===== src/rtl/core/nec_tx_pkg.sv =====
// ----------------------------------------------------------------------------
// nec_tx_pkg
// Shared types and constants for the NEC frame transmitter: field widths,
// frame phase codes and protocol unit counts.
// ----------------------------------------------------------------------------
package nec_tx_pkg;

  localparam int CODE_W  = 8;
  localparam int UNITS_W = 5;
  localparam int PHASE_W = 3;
  localparam int BITPOS_W = 6;
  localparam int FRAME_W = 32;

  typedef logic [CODE_W-1:0]   code_t;
  typedef logic [UNITS_W-1:0]  units_t;
  typedef logic [PHASE_W-1:0]  phase_t;
  typedef logic [BITPOS_W-1:0] bitpos_t;
  typedef logic [FRAME_W-1:0]  frame_t;

  // Item kinds on the input channel
  localparam logic KIND_TICK    = 1'b0;
  localparam logic KIND_REQUEST = 1'b1;

  // Frame phase codes
  localparam phase_t PH_IDLE      = 3'd0;
  localparam phase_t PH_LEAD_LOW  = 3'd1;
  localparam phase_t PH_LEAD_HIGH = 3'd2;
  localparam phase_t PH_BIT_LOW   = 3'd3;
  localparam phase_t PH_BIT_HIGH  = 3'd4;
  localparam phase_t PH_TRAILER   = 3'd5;

  // Codes and reset values
  localparam code_t NO_BUTTON     = 8'hFF;
  localparam code_t ADDRESS_RESET = 8'hB9;

  // Phase lengths in time units
  localparam units_t LEAD_LOW_UNITS         = 5'd16;
  localparam units_t LEAD_HIGH_FULL_UNITS   = 5'd8;
  localparam units_t LEAD_HIGH_REPEAT_UNITS = 5'd4;
  localparam units_t ONE_HIGH_UNITS         = 5'd3;
  localparam units_t SINGLE_UNIT            = 5'd1;

endpackage


===== src/rtl/core/nec_tx_ifs.sv =====
// ----------------------------------------------------------------------------
// nec_tx_ifs
// Valid/ready channel interfaces for the NEC frame transmitter: the input
// channel (ticks and requests) and the result channel.
// ----------------------------------------------------------------------------
interface nec_tx_in_if;
  import nec_tx_pkg::*;

  logic  valid;
  logic  ready;
  logic  kind;
  code_t command;

  modport source (output valid, output kind, output command, input ready);
  modport sink   (input valid, input kind, input command, output ready);
endinterface

interface nec_tx_out_if;
  logic valid;
  logic ready;
  logic line_low;
  logic busy_res;
  logic dropped;

  modport source (output valid, output line_low, output busy_res, output dropped,
                  input ready);
  modport sink   (input valid, input line_low, input busy_res, input dropped,
                  output ready);
endinterface


===== src/rtl/core/nec_frame_transmitter_with_repeat_top.sv =====
// ----------------------------------------------------------------------------
// nec_frame_transmitter_with_repeat_top
// NEC infrared frame transmitter with repeat frames, driven by unit ticks.
// ----------------------------------------------------------------------------
// Usage:
//   in_ch carries one transaction per tick (kind 0, one NEC time unit) or
//   per command request (kind 1, with command). Every input transaction
//   gives exactly one transaction on out_ch: the line level for that unit,
//   the busy flag and a dropped flag for requests that hit a running frame.
//   cfg_we/cfg_wdata write the device address; a full frame takes the
//   address when it starts.
// Throughput:
//   One transaction per cycle sustained while out_ch.ready is high. The frame
//   sequencer state and the result are updated in a single registered
//   stage, so the next item may enter in the following cycle.
// Reset:
//   rst_n (synchronous, active low) returns the sequencer to idle, the last
//   code to 255 (no button), the address to 0xB9 and empties the result
//   register.
// Stalls:
//   While a result waits in the output register and out_ch.ready is low,
//   in_ch.ready drops; nothing is lost or repeated.
// ----------------------------------------------------------------------------
module nec_frame_transmitter_with_repeat_top (
  input  logic                  clk,
  input  logic                  rst_n,
  nec_tx_in_if.sink             in_ch,
  nec_tx_out_if.source          out_ch,
  input  logic                  cfg_we,
  input  nec_tx_pkg::code_t     cfg_wdata
);
  import nec_tx_pkg::*;

  // Sequencer state
  code_t   device_address_r, device_address_nxt;
  frame_t  frame_bits_r, frame_bits_nxt;
  bitpos_t bit_position_r, bit_position_nxt;
  phase_t  frame_phase_r, frame_phase_nxt;
  units_t  units_left_r, units_left_nxt;
  logic    repeat_frame_r, repeat_frame_nxt;
  code_t   previous_code_r, previous_code_nxt;

  // Result register
  logic out_valid_r, out_valid_nxt;
  logic line_low_r, line_low_nxt;
  logic busy_res_r, busy_res_nxt;
  logic dropped_r, dropped_nxt;

  logic    in_fire;
  logic    active;
  logic    cur_bit;
  bitpos_t bit_pos_inc;

  // Accept while the result register is empty or being drained
  assign in_ch.ready = !out_valid_r || out_ch.ready;
  assign in_fire     = in_ch.valid && in_ch.ready;

  assign active = (frame_phase_r == PH_LEAD_LOW)  || (frame_phase_r == PH_LEAD_HIGH) ||
                  (frame_phase_r == PH_BIT_LOW)   || (frame_phase_r == PH_BIT_HIGH)  ||
                  (frame_phase_r == PH_TRAILER);

  assign cur_bit     = frame_bits_r[bit_position_r[4:0]];
  assign bit_pos_inc = bit_position_r + bitpos_t'(1);

  // Address register
  always_comb begin
    device_address_nxt = cfg_we ? cfg_wdata : device_address_r;
  end

  // Next state and result for one accepted transaction
  always_comb begin
    frame_bits_nxt    = frame_bits_r;
    bit_position_nxt  = bit_position_r;
    frame_phase_nxt   = frame_phase_r;
    units_left_nxt    = units_left_r;
    repeat_frame_nxt  = repeat_frame_r;
    previous_code_nxt = previous_code_r;
    line_low_nxt      = line_low_r;
    busy_res_nxt      = busy_res_r;
    dropped_nxt       = dropped_r;

    if (in_fire) begin
      line_low_nxt = 1'b0;
      busy_res_nxt = 1'b0;
      dropped_nxt  = 1'b0;
      if (in_ch.kind == KIND_TICK) begin
        if (active) begin
          line_low_nxt = (frame_phase_r == PH_LEAD_LOW) || (frame_phase_r == PH_BIT_LOW) ||
                         (frame_phase_r == PH_TRAILER);
          busy_res_nxt = 1'b1;
          if (units_left_r <= SINGLE_UNIT) begin
            // Advance to the next phase
            unique case (frame_phase_r)
              PH_LEAD_LOW: begin
                frame_phase_nxt = PH_LEAD_HIGH;
                units_left_nxt  = repeat_frame_r ? LEAD_HIGH_REPEAT_UNITS
                                                 : LEAD_HIGH_FULL_UNITS;
              end
              PH_LEAD_HIGH: begin
                frame_phase_nxt = repeat_frame_r ? PH_TRAILER : PH_BIT_LOW;
                units_left_nxt  = SINGLE_UNIT;
              end
              PH_BIT_LOW: begin
                frame_phase_nxt = PH_BIT_HIGH;
                units_left_nxt  = cur_bit ? ONE_HIGH_UNITS : SINGLE_UNIT;
              end
              PH_BIT_HIGH: begin
                bit_position_nxt = bit_pos_inc;
                frame_phase_nxt  = bit_pos_inc[BITPOS_W-1] ? PH_TRAILER : PH_BIT_LOW;
                units_left_nxt   = SINGLE_UNIT;
              end
              default: begin
                frame_phase_nxt = PH_IDLE;
                units_left_nxt  = '0;
              end
            endcase
          end else begin
            units_left_nxt = units_left_r - SINGLE_UNIT;
          end
        end else begin
          frame_phase_nxt = PH_IDLE;
        end
      end else if (active) begin
        // Drop a request that arrives during a frame
        busy_res_nxt = 1'b1;
        dropped_nxt  = 1'b1;
      end else begin
        frame_phase_nxt = PH_IDLE;
        if (in_ch.command != NO_BUTTON) begin
          repeat_frame_nxt = (in_ch.command == previous_code_r);
          frame_bits_nxt   = {~in_ch.command, in_ch.command,
                              ~device_address_r, device_address_r};
          bit_position_nxt = '0;
          frame_phase_nxt  = PH_LEAD_LOW;
          units_left_nxt   = LEAD_LOW_UNITS;
          busy_res_nxt     = 1'b1;
        end
        previous_code_nxt = in_ch.command;
      end
    end
  end

  // Hold the result until the receiver takes it
  always_comb begin
    out_valid_nxt = in_fire || (out_valid_r && !out_ch.ready);
  end

  // Control and state registers
  always_ff @(posedge clk) begin
    if (!rst_n) begin
      device_address_r <= ADDRESS_RESET;
      frame_bits_r     <= '0;
      bit_position_r   <= '0;
      frame_phase_r    <= PH_IDLE;
      units_left_r     <= '0;
      repeat_frame_r   <= 1'b0;
      previous_code_r  <= NO_BUTTON;
      out_valid_r      <= 1'b0;
    end else begin
      device_address_r <= device_address_nxt;
      frame_bits_r     <= frame_bits_nxt;
      bit_position_r   <= bit_position_nxt;
      frame_phase_r    <= frame_phase_nxt;
      units_left_r     <= units_left_nxt;
      repeat_frame_r   <= repeat_frame_nxt;
      previous_code_r  <= previous_code_nxt;
      out_valid_r      <= out_valid_nxt;
    end
  end

  // Result payload
  always_ff @(posedge clk) begin
    line_low_r <= line_low_nxt;
    busy_res_r <= busy_res_nxt;
    dropped_r  <= dropped_nxt;
  end

  assign out_ch.valid    = out_valid_r;
  assign out_ch.line_low = line_low_r;
  assign out_ch.busy_res = busy_res_r;
  assign out_ch.dropped  = dropped_r;

  // A dropped request is only reported while a frame is running
  a_drop_busy: assert property (@(posedge clk) disable iff (!rst_n)
    out_valid_r && dropped_r |-> busy_res_r)
    else $error("dropped reported without busy");

  // A request while idle with a real code starts a frame
  a_frame_start: assert property (@(posedge clk) disable iff (!rst_n)
    in_fire && (in_ch.kind == KIND_REQUEST) && !active && (in_ch.command != NO_BUTTON)
    |=> (frame_phase_r == PH_LEAD_LOW) && (units_left_r == LEAD_LOW_UNITS))
    else $error("frame did not start on request");

  // A running phase always has units left
  a_units_left: assert property (@(posedge clk) disable iff (!rst_n)
    active |-> (units_left_r != '0))
    else $error("active phase with no units left");

endmodule


===== src/flat_wrapper.sv =====
// flat-port wrapper written by rule: the top's interface ports become plain ports
module nec_frame_transmitter_with_repeat_top_flat import nec_tx_pkg::*;
  (clk, rst_n, cfg_we, cfg_wdata, in_ch_valid, in_ch_kind, in_ch_command, in_ch_ready, out_ch_valid, out_ch_line_low, out_ch_busy_res, out_ch_dropped, out_ch_ready);
  nec_tx_in_if in_ch_i ();
  nec_tx_out_if out_ch_i ();
  input  logic clk;
  input  logic rst_n;
  input  logic cfg_we;
  input  nec_tx_pkg::code_t cfg_wdata;
  input wire logic [$bits(in_ch_i.valid)-1:0] in_ch_valid;
  input wire logic [$bits(in_ch_i.kind)-1:0] in_ch_kind;
  input wire logic [$bits(in_ch_i.command)-1:0] in_ch_command;
  output wire logic [$bits(in_ch_i.ready)-1:0] in_ch_ready;
  output wire logic [$bits(out_ch_i.valid)-1:0] out_ch_valid;
  output wire logic [$bits(out_ch_i.line_low)-1:0] out_ch_line_low;
  output wire logic [$bits(out_ch_i.busy_res)-1:0] out_ch_busy_res;
  output wire logic [$bits(out_ch_i.dropped)-1:0] out_ch_dropped;
  input wire logic [$bits(out_ch_i.ready)-1:0] out_ch_ready;
  assign in_ch_i.valid = in_ch_valid;
  assign in_ch_i.kind = in_ch_kind;
  assign in_ch_i.command = in_ch_command;
  assign in_ch_ready = in_ch_i.ready;
  assign out_ch_valid = out_ch_i.valid;
  assign out_ch_line_low = out_ch_i.line_low;
  assign out_ch_busy_res = out_ch_i.busy_res;
  assign out_ch_dropped = out_ch_i.dropped;
  assign out_ch_i.ready = out_ch_ready;
  nec_frame_transmitter_with_repeat_top u_core (.clk(clk), .rst_n(rst_n), .in_ch(in_ch_i), .out_ch(out_ch_i), .cfg_we(cfg_we), .cfg_wdata(cfg_wdata));
endmodule

===== config.mk =====
export PLATFORM = sky130hd
export DESIGN_NAME = nec_frame_transmitter_with_repeat_top_flat
export DESIGN_NICKNAME = d
export VERILOG_FILES = /design/src/rtl/core/nec_tx_pkg.sv /design/src/rtl/core/nec_tx_ifs.sv /design/src/rtl/core/nec_frame_transmitter_with_repeat_top.sv /design/src/flat_wrapper.sv
export SDC_FILE = /design/constraint.sdc
export NUM_CORES = 1
export LEC_CHECK = 0
export BUFFER_PORTS_ARGS = -buffer_cell sky130_fd_sc_hd__buf_2
export CAP_MARGIN = 30
export CORE_ASPECT_RATIO = 0.75
export CORE_UTILIZATION = 40
export CTS_CLUSTER_DIAMETER = 40
export DETAILED_ROUTE_END_ITERATION = 6
export SETUP_SLACK_MARGIN = 0.02
export SYNTH_ARGS = -nofsm -noshare
export SYNTH_HDL_FRONTEND = slang
export SYNTH_SLANG_ARGS = --single-unit

===== constraint.sdc =====
create_clock -name clk -period 4.1 [get_ports clk]
set_clock_uncertainty 0.2 [all_clocks]
set_input_delay 1.23 -clock clk [delete_from_list [all_inputs] [get_ports clk]]
set_output_delay 1.23 -clock clk [all_outputs]
set_load 0.02 [all_outputs]

Yosys cells after proc, flatten, opt, wreduce, memory -nomap -nowiden
Index checks and enable logic that the tools add are counted.
{ "classes": {"n_addsub": 2, "magnitude_cmp": 2, "eq_ne": 9, "n_mux": 28, "bitwise_logic": 3, "n_reduce_logical": 23} }
{ "op_table": {"columns": ["op", "n"], "rows": [
  ["2-to-1 mux 6 bit", 6],
  ["2-to-1 mux 5 bit", 5],
  ["2-to-1 mux 3 bit", 6],
  ["inverter 8 bit", 2],
  ["one-hot mux 5 bit (3 select lines)", 1],
  ["one-hot mux 3 bit (4 select lines)", 1],
  ["equality test 8 bit", 1],
  ["logical OR 1 bit", 8],
  ["!= test 8 bit (second input constant)", 1],
  ["AND reduction 4 bit", 2],
  ["nonzero test 2 bit", 4],
  ["adder 6 x 1 -> 6 bit (second input constant)", 1],
  ["equality test 3 x 2 -> 1 bit (second input constant)", 2],
  ["equality test 3 bit (second input constant)", 2],
  ["less-than comparator 5 x 6 -> 1 bit (second input constant)", 1],
  ["2-to-1 mux 1 bit", 6],
  ["AND reduction 3 bit", 2],
  ["AND reduction 6 bit", 1],
  ["binary-select mux 1 bit (select 5 bit)", 1],
  ["<= comparator 5 x 1 -> 1 bit (second input constant)", 1],
  ["subtractor 5 x 1 -> 5 bit (second input constant)", 1],
  ["2-to-1 mux 4 bit", 1],
  ["!= test 2 bit (second input constant)", 2],
  ["OR reduction 2 bit", 2],
  ["5 further kinds", 7]
]} }
{ "word_totals": {"ff_bits": 67, "in_bits": 22, "output_inout_bits": 5, "elab_cells": 78} }

Logic depth before layout (Yosys ltp)
Gate-level depths: netlist of run 1.
{ "logic_depth": {"word_depth": 7, "mapped_depth": 8, "mapped_depth_nobuf": 7} }

Worst setup path before layout of run 1
OpenSTA, ideal clock, no wires.
{ "synth_timing": {"path_type": "input -> output", "from": "input port out_ch_ready", "to": "output port in_ch_ready", "t_arrival_ns": 1.488, "required_time_ns": 2.670, "path_slack_ns": 1.182, "stages": 1, "n_path_buf": 0, "cell_sequence": "nand2b_1"} }
{ "synth_between": {"elab_chain_len": 1} }
{ "synth_rtl": {"columns": ["item", "line", "source"], "rows": [
  ["start, declared", "flat_wrapper.sv:18", "input wire logic [$bits(out_ch_i.ready)-1:0] out_ch_ready;"],
  ["logical OR 1 bit", "nec_frame_transmitter_with_repeat_top.sv:55", "assign in_ch.ready = !out_valid_r || out_ch.ready;"],
  ["end, declared", "flat_wrapper.sv:13", "output wire logic [$bits(in_ch_i.ready)-1:0] in_ch_ready;"]
]} }
Every way passes these cells.

Worst setup path in the final report of run 1
Same ends and word-level chain as after synthesis.

==> flow_summary_export.csv, run 1 <==
group,metric,value,unit
place,dp_hpwl,4600,um
critical_path,required,2.67,ns
cells_and_area,regArea,1370,um2
sta,maxSlewHeadroom,34.4,%
detailed_routing,drt_iter0_markers,154,
sta,finalSetupViolations,0,
yosys,syn_avg_cell_area,8.62,um2
flow_run,max_cap_viol_count,0,
place,place_ws,0.903,ns
clock_network,clk_latency,0.35,ns
yosys,synth_cell_types,46,
critical_path,critPathTopFamily,"buffers and inverters",
sta,rsz0062_at_grt,"no",
sta,fin_crit_sh,76.8,%
detailed_routing,drc,0,
yosys,ys_seq_area_share,45.2,%
detailed_routing,drt_wl_total,6690,um
clock_network,cts_num_sinks,67,
sta,slew_viol_final,0,
critical_path,timing_worst_setup_path_type,"in -> out",
cells_and_area,layout-drive-gt1-share,15.2,%
cells_and_area,fillCellCount,746,
yosys,synth_ff_type,"dfxtp_1",
yosys,netlist.area_leader.share,42.2,%
sta,hold_violations,0,
detailed_routing,drt_pre_antenna_iters,4,
floorplan,dieArea,7940,um2
floorplan,row_count,27,
place,gp_congestion,0.777,
global_routing,antenna_found_initial,0,
yosys,ys_warn_count,0,
critical_path,endpoint_kind,"primary output",
clock_network,post_cts_buffers,0,
yosys,synthTopCellsByArea,"dfxtp_1, nand2_1, nor2_1",
floorplan,initial_core_util,41.4,%
detailed_routing,drtAntennaViolNets,0,
critical_path,worstPathArrival,1.72,ns
global_routing,grt.total_usage,19.0,%
detailed_routing,avgViaCountPerCell,5.19,
yosys,ys_seq_elements,67,
pwr,p_per_area,414,nW/um2
clock_network,cts_root_buf,"clkbuf_8",
place,place_area,3230,um2
clock_network,cts_htree_levels,3,
pwr,power,1.42,mW
yosys,synth_most_common_cell,"dfxtp_1",
floorplan,core-area,7330,um2
pwr,leakage,1.26,nW
global_routing,grt_pass1_vias,2328,
clock_network,cts.repair.resized,0,
sta,fmax,318,MHz
status,status,"completed",
yosys,mappedNetlistArea,3040,um2
sta,worst_pin_slew,0.983,ns
floorplan,die_y,77.4,um
critical_path,cp.buffers_inverters,2,
cells_and_area,fin_area,3430,um2
floorplan,die_w,103,um
yosys,synthArstFlopShare,0,%
critical_path,worst_path_max_delay_cell,"nand2b_1",
cells_and_area,layout.nets,396,
global_routing,grt.overflow.total,0,
cells_and_area,multi_input_area,1560,um2
yosys,synth_nets,377,
detailed_routing,post_drt_wl_per_cell,14.0,um
cells_and_area,diodes,0,
detailed_routing,vias,2474,
clock_network,clk_path_buf_depth,2,
yosys,synth_edf_count,3,
place,numPortBuffers,26,
min_path,worstHoldPathType,"reg -> reg",
clock_network,postCtsHoldBufs,0,
cells_and_area,area_growth,12.9,%
yosys,synth_cells,352,
critical_path,path_max_fanout,5,
critical_path,cp_common_cell,"buf_2",
sta,fin_crit,3.15,ns
critical_path,max_stage_delay,0.20,ns
clock_network,cts_tree,"built",
global_routing,grt_max_degree,31,
sta,final.setup.tns,0,ns
sta,fin_hold_ws,0.254,ns
clock_network,cts_buffers,9,
critical_path,start_kind,"primary input",
global_routing,grt_pass1_wl,11500,um
clock_network,clk_pin_slew,0.07,ns
pwr,irDropWorstVdd,0.190,mV
yosys,synthTopCellsByCount,"dfxtp_1, nand2_1, nor2_1",
floorplan,ios,27,
sta,layout_setup_ws,0.953,ns
critical_path,crit_path_cell_trace,"buf_2 > nand2b_1 > buf_2",
yosys,synth_top_cell_by_area,"dfxtp_1",
[metrics by stage]
step,std cells,util [%]
final,477,46.8
after global routing,477,46.8
after detailed placement,461,44.0
after floorplan,352,-
after global placement,461,44.0
after CTS,477,46.8
[worst reg2reg max path: cells and delay by family, from the launching register on]
kind / cells / cell delay [ns]
simple gates: 5 / 1.73
flops: 1 / 0.40
compound gates: 1 / 0.07
[area by class of cell]
type,instances,area share [%]
multi-input combinational,260,45.5
sequential,67,40.0
timing repair buffer,29,4.45
clock buffer,10,4.01
tap,101,3.69
clock inverter,6,1.86
inverter,4,0.438
[cells in the final DEF, fill, tap and decap left out, types with 2 or more instances in the layout]
cell         n
dfxtp_1     64
nand2_1     51
nor2_1      51
a21oi_1     35
buf_2       26
o21ai_0     24
xor2_1      12
mux2i_1     12
clkbuf_8    10
nand3_1      9
mux4_2       8
nor3_1       6
nand2b_1     5
inv_1        4
nor2b_1      4
nand3b_1     4
nor3b_1      4
ha_1         3
buf_4        3
edfxtp_1     3
nand4_1      2
or3_1        2
and3_1       2
a22oi_1      2
o21bai_1     2
and2_1       2
nor4_1       2
clkinvlp_4   2
clkinv_2     2
[registers in the layout (all words and copies together), names as in the netlist]
register and count:
u_core.out_ch.busy_res 1, u_core.previous_code_r 8, u_core.units_left_r 5, u_core.repeat_frame_r 1, u_core.bit_position_r 6, u_core.out_ch.valid 1
u_core.out_ch.dropped 1, u_core.device_address_r 8, u_core.out_ch.line_low 1, u_core.frame_bits_r 32, u_core.frame_phase_r 3
[path summary, 6_finish.rpt]
path | startpoint | end | slack, ns | cells after the start
min reg2reg | u_core.frame_bits_r[4]$_SDFFE_PN0P_ | u_core.frame_bits_r[4]$_SDFFE_PN0P_ | 0.25 | 2
max reg2reg | u_core.frame_phase_r[0]$_SDFFE_PN0P_ | u_core.frame_bits_r[30]$_SDFFE_PN0P_ | 1.62 | 6
max | out_ch_ready | in_ch_ready | 0.95 | 3
min | u_core.frame_bits_r[4]$_SDFFE_PN0P_ | u_core.frame_bits_r[4]$_SDFFE_PN0P_ | 0.25 | 2
[logic make-up (layout without fill, tap and decap cells)]
family	Yosys count	count (layout)	synth area share, %
xor gates and xnor gates	12	12	3.46
AOI/OAI and AO/OA	74	74	13.7
muxes	20	20	9.89
DFF	67	67	45.2
buffers and inverters	25	49	3.38
and+or+nand+nor	151	151	23.2
adders and majority gates	3	3	1.24
[report_power, final]
part | switching [mW] | total [mW] | internal (mW)
clock network | 0.265 | 0.562 | 0.297
registers | 0.0187 | 0.706 | 0.687
logic | 0.0940 | 0.152 | 0.0582
total | 0.378 | 1.42 | 1.04
[metal layers]
metal,vias to the layer above,share of wire [%],track usage (%),wire (um)
li1,1257,-,-,-
met1,1142,53,27.4,3530
met2,65,41,26.4,2740
met3,10,4.9,5.59,327
met4,0,1.5,7.00,97
met5,-,0,0,0
Power figures use the tool's default switching activity.
==> run 2: changes to the inputs <==
ABC_AREA = 1   (was unset)
clock period = 2.71 ns   (was 4.1 ns; I/O delays follow)
==> flow_summary_export.csv, run 2 <==
group,metric,value,unit
yosys,syn_avg_cell_area,7.06,um2
pwr,clock_power_share,41.1,%
floorplan,core-area,7530,um2
critical_path,worstPathArrival,1.19,ns
sta,worst_pin_slew,0.446,ns
yosys,synth_most_common_cell,"nand2_1",
cells_and_area,largest_register_ffs,32,
status,status,"completed",
clock_network,post_cts_buffers,0,
pwr,power.switching,0.594,mW
yosys,synth_top_cell_by_area,"dfxtp_1",
pwr,irDropWorstVdd,0.344,mV
min_path,hold-path-endpoint,"u_core.frame_bits_r[28]$_SDFFE_PN0P_",
yosys,ys_warn_count,0,
critical_path,start_kind,"primary input",
detailed_routing,drtAntennaViolNets,0,
yosys,synthArstFlopShare,0,%
detailed_routing,post_drt_wl_per_cell,13.1,um
global_routing,grt_pass1_wl,12900,um
clock_network,cts.repair.resized,0,
pwr,switching_share,26.4,%
cells_and_area,regMostFlops,"u_core.frame_bits_r",
clock_network,clk_latency,0.35,ns
cells_and_area,diodes,0,
place,dp_hpwl,5510,um
yosys,synth_ff_type,"dfxtp_1",
sta,rsz0062_at_grt,"no",
sta,fmax,455,MHz
clock_network,cts_num_sinks,67,
clock_network,clk_path_buf_depth,2,
critical_path,rr_startpoint,"u_core.frame_phase_r[2]$_SDFFE_PN0P_",
detailed_routing,vias,2915,
pwr,leakage,1.59,nW
yosys,synth_nets,476,
pwr,pwr-share-comb,11.5,%
cells_and_area,layout.nets,504,
clock_network,cts_root_buf,"clkbuf_8",
cells_and_area,fin_area,3640,um2
critical_path,r2r-end,"u_core.frame_bits_r[19]$_SDFFE_PN0P_",
yosys,synthTopCellsByCount,"nand2_1, dfxtp_1, a21oi_1",
cells_and_area,final_common_cell,"nand2_1",
clock_network,cts_buffers,9,
place,numPortBuffers,26,
flow_run,max_cap_viol_count,0,
pwr,p_per_area,619,nW/um2
yosys,ys_seq_elements,67,
detailed_routing,avgViaCountPerCell,4.98,
yosys,mappedNetlistArea,3190,um2
global_routing,grt_max_degree,28,
min_path,worstHoldPathType,"reg -> reg",
detailed_routing,drt_iter0_markers,138,
cells_and_area,post-route-util,48.3,%
yosys,netlist.area_leader.share,40.2,%
critical_path,timing_worst_setup_path_type,"in -> out",
sta,fin_crit,2.20,ns
yosys,synth_cells,451,
place,gp_congestion,0.860,
place,place_area,3410,um2
cells_and_area,most-common-layout-cells,"nand2_1, dfxtp_1, a21oi_1",
detailed_routing,drt_wl_total,7640,um
place,place_ws,0.148,ns
global_routing,grt_pass1_vias,2707,
yosys,synth_cell_types,32,
detailed_routing,drc,0,
sta,fin_crit_sh,81.2,%
floorplan,ios,27,
clock_network,cts_tree,"built",
floorplan,initial_core_util,42.3,%
sta,hold_violations,0,
critical_path,path_max_fanout,3,
pwr,p_int,1.66,mW
clock_network,cts_htree_levels,3,
yosys,synthTopCellsByArea,"dfxtp_1, nand2_1, a21oi_1",
critical_path,r2r_cells,14,
global_routing,grt.overflow.total,0,
cells_and_area,area_growth,14.2,%
global_routing,antenna_found_initial,0,
critical_path,r2r_setup_slack,0.53,ns
min_path,min_path_cells,2,
floorplan,dieArea,8330,um2
detailed_routing,drt_pre_antenna_iters,5,
sta,layout_setup_ws,0.510,ns
floorplan,row_count,27,
clock_network,postCtsHoldBufs,0,
yosys,synth_edf_count,3,
floorplan,die_y,79.3,um
global_routing,grt.total_usage,20.1,%
critical_path,endpoint_kind,"primary output",
sta,slew_viol_final,0,
cells_and_area,fillCellCount,753,
clock_network,clk_pin_slew,0.07,ns
sta,final.setup.tns,0,ns
sta,maxSlewHeadroom,70.3,%
cells_and_area,layout-drive-gt1-share,13.8,%
sta,finalSetupViolations,0,
critical_path,required,1.70,ns
pwr,seqPwrFrac,47.5,%
min_path,hold_start,"u_core.frame_bits_r[28]$_SDFFE_PN0P_",
cells_and_area,reg_top3,"u_core.frame_bits_r: 32 flops, u_core.device_address_r: 8 flops, u_core.previous_code_r: 8 flops",
floorplan,die_w,105,um
yosys,ys_seq_area_share,43.0,%
-- run 2: area by class of cell --
class	instances	area, um2	share of cell area [%]
Sequential cell	67	1370	37.7
Clock inverter	7	101	2.79
Tap cell	101	126	3.47
Clock buffer	9	124	3.40
Inverter	62	233	6.40
Multi-Input combinational cell	305	1480	40.7
Timing Repair Buffer	34	203	5.57
-- run 2: cells by family after synthesis --
family | Yosys count | synth area share (%)
flip-flops | 67 | 43.0
XOR/XNOR | 11 | 3.02
AND/OR/NAND/NOR | 198 | 26.9
AO/OA/AOI/OAI | 93 | 15.3
buffers and inverters | 79 | 10.5
adder cells (fa/ha/maj) | 3 | 1.18
-- run 2: metal layers --
metal	routed length (um)	track usage [%]	vias up
met5	0	0	-
met4	110	7.04	0
met3	432	5.17	10
met2	3090	28.3	96
met1	4010	29.2	1317
li1	-	-	1492
-- run 2: power groups by stage --
stage | Combinational, mW | Sequential (mW) | Clock [mW]
final | 0.258 | 1.07 | 0.925
after floorplan | 0.179 | 1.09 | 0
after global placement | 0.253 | 1.09 | 0
after global routing | 0.293 | 1.08 | 0.993
after detailed placement | 0.256 | 1.09 | 0
after CTS | 0.257 | 1.07 | 0.951
-- run 2: critical path, stage by stage --
cell and delay [ns]:
buf_2 0.09, inv_1 0.04, nand2_1 0.07, buf_2 0.17
-- run 2: how the worst max path moves through the flow --
stage                           startpoint                                    to  slack [ns]
after floorplan               out_ch_ready    u_core.repeat_frame_r$_SDFFE_PN0P_        0.46
after global placement    in_ch_command[6]    u_core.repeat_frame_r$_SDFFE_PN0P_        0.18
after detailed placement  in_ch_command[6]  u_core.frame_bits_r[19]$_SDFFE_PN0P_        0.15
after CTS                     out_ch_ready                           in_ch_ready        0.51
after global routing      in_ch_command[6]  u_core.frame_bits_r[19]$_SDFFE_PN0P_        0.29
final                         out_ch_ready                           in_ch_ready        0.51
-- run 2: metrics by stage --
| step | hold WS [ns] | power [mW] | std cells |
|---|---|---|---|
| 3_5_place_dp | 0.242 | 1.35 | 569 |
| 4_1_cts | 0.252 | 2.28 | 585 |
| 5_1_grt | 0.268 | 2.36 | 585 |
| 2_1_floorplan | 0.226 | 1.27 | 451 |
| 3_3_place_gp | 0.237 | 1.35 | 569 |
| 6_report | 0.251 | 2.25 | 585 |
